<file path="src/rtl/drs_pkg.sv">
// shared types, constants and helper functions of the disk request scheduler
package drs_pkg;

  localparam int QUEUE_DEPTH = 64;
  localparam int TRACK_BITS  = 16;
  localparam int FIELD_W     = 16;
  localparam int IDX_W       = (QUEUE_DEPTH > 1) ? $clog2(QUEUE_DEPTH) : 1;
  localparam int CNT_W       = $clog2(QUEUE_DEPTH + 1);

  typedef enum logic [2:0] {
    POL_FIFO  = 3'd0,
    POL_SSTF  = 3'd1,
    POL_SCAN  = 3'd2,
    POL_CSCAN = 3'd3,
    POL_FSCAN = 3'd4
  } policy_e;

  typedef enum logic [1:0] {
    STS_ACCEPTED = 2'd0,
    STS_FULL     = 2'd1,
    STS_SERVED   = 2'd2,
    STS_NONE     = 2'd3
  } status_e;

  typedef enum logic [1:0] {
    ST_IDLE,
    ST_SEARCH,
    ST_FINISH
  } state_e;

  typedef enum logic [1:0] {
    SIDE_ANY,
    SIDE_ABOVE,
    SIDE_BELOW
  } side_e;

  typedef logic [TRACK_BITS-1:0] track_t;

  typedef struct packed {
    logic                valid;
    logic                grp;
    track_t              track;
    logic [FIELD_W-1:0]  tag;
  } entry_t;

  // search context, fixed for the whole pass
  typedef struct packed {
    track_t head;
    side_e  pri_side;
    logic   pri_fifo;
    logic   fb_en;
    side_e  fb_side;
    logic   fb_by_track;
    logic   use_grp;
    logic   grp;
  } ctx_t;

  typedef struct packed {
    logic                ok;
    track_t              key;
    track_t              track;
    logic [FIELD_W-1:0]  tag;
    logic                grp;
    logic [IDX_W-1:0]    idx;
  } cand_t;

  typedef struct packed {
    cand_t pri;
    cand_t fb;
  } tok_t;

  function automatic logic side_ok(side_e side, track_t t, track_t h);
    logic r;
    case (side)
      SIDE_ABOVE: r = (t >= h);
      SIDE_BELOW: r = (t <= h);
      default:    r = 1'b1;
    endcase
    return r;
  endfunction

  function automatic track_t abs_diff(track_t a, track_t b);
    return (a >= b) ? (a - b) : (b - a);
  endfunction

  function automatic ctx_t mk_ctx(logic [2:0] pol, track_t head, logic dir, logic grp);
    ctx_t c;
    c.head        = head;
    c.pri_side    = SIDE_ANY;
    c.pri_fifo    = 1'b0;
    c.fb_en       = 1'b0;
    c.fb_side     = SIDE_ANY;
    c.fb_by_track = 1'b0;
    c.use_grp     = 1'b0;
    c.grp         = grp;
    case (pol)
      POL_SSTF: begin
        c.pri_side = SIDE_ANY;
      end
      POL_SCAN, POL_FSCAN: begin
        c.pri_side = dir ? SIDE_ABOVE : SIDE_BELOW;
        c.fb_en    = 1'b1;
        c.fb_side  = dir ? SIDE_BELOW : SIDE_ABOVE;
        c.use_grp  = (pol == POL_FSCAN);
      end
      POL_CSCAN: begin
        c.pri_side    = SIDE_ABOVE;
        c.fb_en       = 1'b1;
        c.fb_side     = SIDE_ANY;
        c.fb_by_track = 1'b1;
      end
      default: begin
        c.pri_fifo = 1'b1;
      end
    endcase
    return c;
  endfunction

endpackage

</file>
<file path="src/rtl/drs_cell.sv">
// one slot of the request chain with its stage of the search pass
module drs_cell (
  input  logic                  clk_i,
  input  logic                  rst_ni,
  input  logic [drs_pkg::IDX_W-1:0] cell_idx_i,
  input  drs_pkg::ctx_t         ctx_i,
  input  drs_pkg::tok_t         tok_i,
  input  logic                  wr_en_i,
  input  drs_pkg::entry_t       wr_entry_i,
  input  logic                  shift_en_i,
  input  drs_pkg::entry_t       nb_i,
  output drs_pkg::entry_t       entry_o,
  output drs_pkg::tok_t         tok_o
);
  import drs_pkg::*;

  logic                valid_q;
  logic                grp_q;
  track_t              track_q;
  logic [FIELD_W-1:0]  tag_q;
  tok_t                tok_q, tok_d;

  // slot storage: enqueue write or shift down from the next slot
  always_ff @(posedge clk_i or negedge rst_ni) begin
    if (!rst_ni) begin
      valid_q <= 1'b0;
    end else if (shift_en_i) begin
      valid_q <= nb_i.valid;
    end else if (wr_en_i) begin
      valid_q <= 1'b1;
    end
  end

  always_ff @(posedge clk_i) begin
    if (shift_en_i) begin
      grp_q   <= nb_i.grp;
      track_q <= nb_i.track;
      tag_q   <= nb_i.tag;
    end else if (wr_en_i) begin
      grp_q   <= wr_entry_i.grp;
      track_q <= wr_entry_i.track;
      tag_q   <= wr_entry_i.tag;
    end
  end

  // compare this slot against the best candidates handed in
  always_comb begin
    logic   elig;
    track_t delta;
    track_t key;
    elig  = valid_q && (!ctx_i.use_grp || (grp_q == ctx_i.grp));
    delta = abs_diff(track_q, ctx_i.head);
    tok_d = tok_i;
    key   = ctx_i.pri_fifo ? '0 : delta;
    if (elig && side_ok(ctx_i.pri_side, track_q, ctx_i.head) &&
        (!tok_i.pri.ok || key < tok_i.pri.key)) begin
      tok_d.pri = '{ok: 1'b1, key: key, track: track_q, tag: tag_q, grp: grp_q,
                    idx: cell_idx_i};
    end
    key = ctx_i.fb_by_track ? track_q : delta;
    if (ctx_i.fb_en && elig && side_ok(ctx_i.fb_side, track_q, ctx_i.head) &&
        (!tok_i.fb.ok || key < tok_i.fb.key)) begin
      tok_d.fb = '{ok: 1'b1, key: key, track: track_q, tag: tag_q, grp: grp_q,
                   idx: cell_idx_i};
    end
  end

  always_ff @(posedge clk_i) begin
    tok_q <= tok_d;
  end

  assign entry_o = '{valid: valid_q, grp: grp_q, track: track_q, tag: tag_q};
  assign tok_o   = tok_q;

endmodule

</file>
<file path="config.mk">
export PLATFORM = sky130hd
export DESIGN_NAME = drs_cell
export DESIGN_NICKNAME = d
export VERILOG_FILES = /design/src/rtl/drs_pkg.sv /design/src/rtl/drs_cell.sv
export SDC_FILE = /design/constraint.sdc
export NUM_CORES = 1
export LEC_CHECK = 0
export ABC_AREA = 1
export BUFFER_PORTS_ARGS = -buffer_cell sky130_fd_sc_hd__buf_4
export CAP_MARGIN = 20
export CORE_AREA = 2 2 138 140
export CTS_CLUSTER_SIZE = 8
export DETAILED_ROUTE_END_ITERATION = 10
export DIE_AREA = 0 0 140 142
export PLACE_DENSITY = 0.77
export SYNTH_ARGS = -nofsm -noshare
export SYNTH_HDL_FRONTEND = slang
export SYNTH_SLANG_ARGS = --single-unit
</file>
<file path="constraint.sdc">
create_clock -name clk_i -period 9.4 [get_ports clk_i]
set_clock_uncertainty 0.15 [all_clocks]
set_input_delay 1.88 -clock clk_i [delete_from_list [all_inputs] [get_ports clk_i]]
set_output_delay 1.88 -clock clk_i [all_outputs]
set_load 0.05 [all_outputs]
</file>
Word level (Yosys, flattened, before mapping) --
Cells that the tools add are included.
Storage, ports and cells: logic and storage cells 55, bits of input ports 215, register bits 146
Operators by class: equality and inequality tests 5, $add $sub $neg 2, reductions and logical operators 13, mux-type cells 15, order comparisons 4
Operators by type and width (count):
- 2-to-1 mux 16 bit | 7
- 2-to-1 mux 55 bit | 2
- < comparator 16 bit | 2
- subtractor 16 bit | 2
- >= comparator 16 bit | 1
- less-or-equal comparator 16 bit | 1
- logical AND 1 bit | 6
- == test 2 x 1 -> 1 bit, second input constant | 2
- == test 2 bit, second input constant | 2
- 2-to-1 mux 1 bit | 4
- one-hot mux 1 bit (2 select lines) | 2
- zero test 1 bit | 3
- logical OR 1 bit | 3
- nonzero test 2 bit | 1
- == test 1 bit | 1

Logic depth before layout (Yosys ltp) --
depth after elaboration 7, mapped depth 30

Worst setup path after synthesis --
No wires, ideal clock.
kind input -> register, start input port ctx_i[9] in the netlist's numbering, end register tok_q, in the netlist tok_o[24], required time 9.189 ns, arrival 4.954 ns, path slack 4.235 ns, stages on the path 26, cell sequence ha_1 > inv_1 > fa_1 > nand3_1 > nand3_1 > nand2_1 > nand2_1 > nand2_1 > nand2_1 > nor2_2 > buf_2 > nand2_1 > nand3_1 > nand2_1 > ha_1 > a21oi_1 > nor2_1 > a211oi_1 > nand2_1 > nand2_1 > nand2_1 > nand2_1 > buf_2 > buf_2 > nand3_1 > nand2_1
RTL lines:
- from (decl) | line drs_cell.sv:6 | input drs_pkg::ctx_t ctx_i,
- to (signal assigned) | line drs_cell.sv:69 | tok_q <= tok_d;
- to (decl) | line drs_cell.sv:21 | tok_t tok_q, tok_d;

==> summary.md <==
| Metric | Value |
|---|---|
| Placed cell areas | between 10000 and 15000 um2 |
| CTS Buffer Depth | 2 |
| Setup violators final | 0 |
| Initial core utilization | 0.464 |
| Crit-path max FO | 55 |
| CP Class | in2reg |
| Clk network pwr share | 0.272 |
| DIE AREA | 19900 um2 |
| Remaining global-route overflow | 0 |
| Die Y | 142 um |
| CTS Sinks | between 100 and 150 |
| Tightest Pin Transition | just under 0.9 ns |
| CTS resizes | 0 |
| Aggregate negative setup slack | 0 ns |
| Port-buffer cells | ~360 |
| Status | finished, violations left |
| Top cell type's share of synthesized area | 0.270 |
| Row cnt | 50 |
| Net count, final | around 1900 |
| RSZ-0062 raised after global routing | no |
| CTS Buf Count | 17 |
| N_diodes | 0 |
| Gate power share | 0.417 |
| Sw Share | 0.427 |
| Routed Antenna Nets | 0 |
| Clock-pin slew on the worst setup and hold paths | roughly 0.070 ns |
| CTS tree | done |
| Final max-slew violation count | 0 |
| #FFs+latches synth | approximately 150 |
| Mapped Cells | around 1300 |
| DRC | 15 |
| Max_slew headroom | 0.408 |
| Overall Global Routing Usage | 0.309 |
| Layout Utilization | 0.646 |
| Part of the power in registers | 0.311 |
| Post-detailed-routing wire length | roughly 31000 um |
| Area Overhead vs Synth | 39.2% |
| Peak supply drop | 0.142 mV |
| Cell area power density | 212 nW/um2 |
| Ports | 361 |
| First-pass GRT wire length | 47200 um |
| Worst EP required | about 9.6 ns |
| WP data arrival | about 6.6 ns |
| Top post-synthesis cells by area | nand2_1 (27%), dfxtp_1 (26%), edfxtp_1 (12%) |
| Net count after synthesis | around 1600 |
| Clk_lat worst skew | 0.43 ns |
| Cell area after synthesis | about 8600 um2 |
| Pleak | slightly below 7 nW |
| Worst Setup Start Kind | input pin |
| Async set-reset flop share out of synthesis | 0.00685 |
| Post-synthesis cell type count | 36 |
| Critical path capture point type | flip-flop |
| Routed vias | approximately 9200 |
| Vias per cell | about 4.9 |
| Drt wl/cell | ~17 um |
| Hold Violations, Final | 0 |
| HPWL Detailed | 24200 um |
| Final hold slack | 0.353 ns |
| CTS hold repair buffers | 0 |
| Max Cap Viol | 0 |
| Vias in the first global route | about 8800 |
| Final Wtd Congestion | about 0.96 |
| Finished Layout Cells | between 1500 and 2000 |
| CORE AREA | 18500 um2 |
| Final Cycle Share | 0.684 |
| EDFF count, synth | 33 |
| Post-Place Cells | about 1800 |
| Post-synth top area cell | nand2_1 |
| Initial DRT Pass Iterations | 8 |
| Pin count of the biggest net entering global routing | 72 |
| Initial antenna violation count | 0 |
| Sequential-to-total area share from yosys stat | 0.380 |
| Crit path time final | 6.43 ns |
| Int Pwr | between 0.001 and 0.0015 W |
| Avg Cell Area, Syn | 6.70 um2 |
| Failing checks | DRC |
| Synth Flop Type | dfxtp_1 |
| Setup bufs post-CTS | 0 |
| H-tree levels | 4 |
| Switch Pwr | 0.00108 W |
| DR iter-0 viols | 688 |
| Synth warnings | 0 |
| Buffer type at the clock tree root | clkbuf_16 |
| Die width | 140 um |
| Layout cells sized above 1 | 0.250 |
| Hold Crit Class | reg2reg |
| Post-route design area | 11900 um2 |
| Fmax | roughly 0.16 GHz |
==> layout by cell type (no fill, tap or decap), drive strengths merged, types with 2 or more instances in the layout <==
| cell | n |
|---|---|
| nand2 | 617 |
| dfxtp | 112 |
| nand4 | 9 |
| inv | 173 |
| xnor2 | 2 |
| and2 | 3 |
| clkinv | 6 |
| nor2 | 39 |
| ha | 65 |
| fa | 2 |
| or2 | 3 |
| clkbuf | 20 |
| nand3 | 115 |
| nor3 | 2 |
| edfxtp | 33 |
| o21ai | 21 |
| buf | 363 |
| a21oi | 27 |
| xor2 | 11 |
==> power groups by stage <==
stage	Sequential, W	Combinational [W]	Clock (W)
after floorplan	0.00110	0.000396	0
after global placement	0.000797	0.00104	0
after detailed placement	0.000798	0.00105	0
after CTS	0.000785	0.00105	0.000690
after global routing	0.000794	0.00114	0.000718
final	0.000786	0.00105	0.000688
==> Yosys cell counts (5+ instances only) <==
cell type	n
nand2_1	615
nor2_1	36
o21ai_1	15
nand3_1	113
buf_2	23
ha_1	65
dfxtp_1	112
o21ai_0	6
xor2_1	11
nand4_1	9
buf_6	5
clkbuf_1	10
a21oi_1	27
inv_1	165
buf_4	6
edfxtp_1	33
==> critical path: stages <==
cell      delay [ns]
buf_4           0.09
ha_1            0.13
inv_1           0.09
fa_1            0.45
nand3_1         0.11
nand3_1         0.20
nand2_1         0.11
nand2_1         0.09
nand2_1         0.10
nand2_1         0.08
nor2_2          0.56
nand2_1         0.16
nand3_1         0.11
nand2_1         0.13
ha_1            0.33
a21oi_1         0.15
nor2_1          0.06
a211oi_1        0.17
nand2_1         0.09
nand2_1         0.06
nand2_1         0.06
nand2_2         0.54
nand2_4         0.52
nand2_1         0.18
nand2_1         0.09
==> final cells by class <==
cell class / instances / area [um2]
Fill cell: 1679 / 6540
Multi-Input combinational cell: 920 / 4420
Sequential cell: 146 / 3260
Timing Repair Buffer: 363 / 2740
Inverter: 168 / 631
Clock buffer: 20 / 457
Tap cell: 234 / 293
Clock inverter: 12 / 121
==> worst paths after layout <==
check,startpoint,endpoint,slack [ns],cells after the start
worst max-delay path,ctx_i[9],tok_o[25]$_DFF_P_,2.97,25
worst min-delay path,tag_q[11]$_DFFE_PP_,tok_o[74]$_DFF_P_,0.35,2
worst max register to register,track_q[0]$_DFFE_PP_,tok_o[25]$_DFF_P_,3.85,25
worst min register to register,tag_q[11]$_DFFE_PP_,tok_o[74]$_DFF_P_,0.35,2
max in group asynchronous,rst_ni,valid_q$_DFFE_PN0P_,7.96,1
min in group asynchronous,rst_ni,valid_q$_DFFE_PN0P_,1.06,1
==> layer usage <==
metal / vias to the layer above / track usage / share of wire / wire length, um
li1: 4607 / - / - / -
met1: 4123 / 0.399 / 0.41 / 12900
met2: 431 / 0.501 / 0.46 / 14400
met3: 58 / 0.0771 / 0.092 / 2860
met4: 0 / 0.116 / 0.029 / 914
met5: - / 0 / 0 / 0
==> sequential cells by signal (all words and copies together) (netlist names) <==
signal	flops
tok_o	112
grp_q	1
track_q	16
tag_q	16
valid_q	1
==> per-stage QoR <==
step	total power, W	worst slack (ns)
5_1_grt	0.00265	2.62
3_5_place_dp	0.00185	2.63
6_report	0.00253	2.97
3_3_place_gp	0.00183	2.65
2_1_floorplan	0.00150	4.23
4_1_cts	0.00253	3.05
==> kinds of logic after synthesis <==
family / after synthesis / share of synthesized area
xor gates and xnor gates: 13 / 0.0133
adders and majority gates: 67 / 0.0996
buffers and inverters: 213 / 0.104
DFF: 146 / 0.380
and+or+nand+nor: 789 / 0.372
AOI/OAI and AO/OA: 51 / 0.0308
No activity file was read; power rests on OpenSTA's default activity.
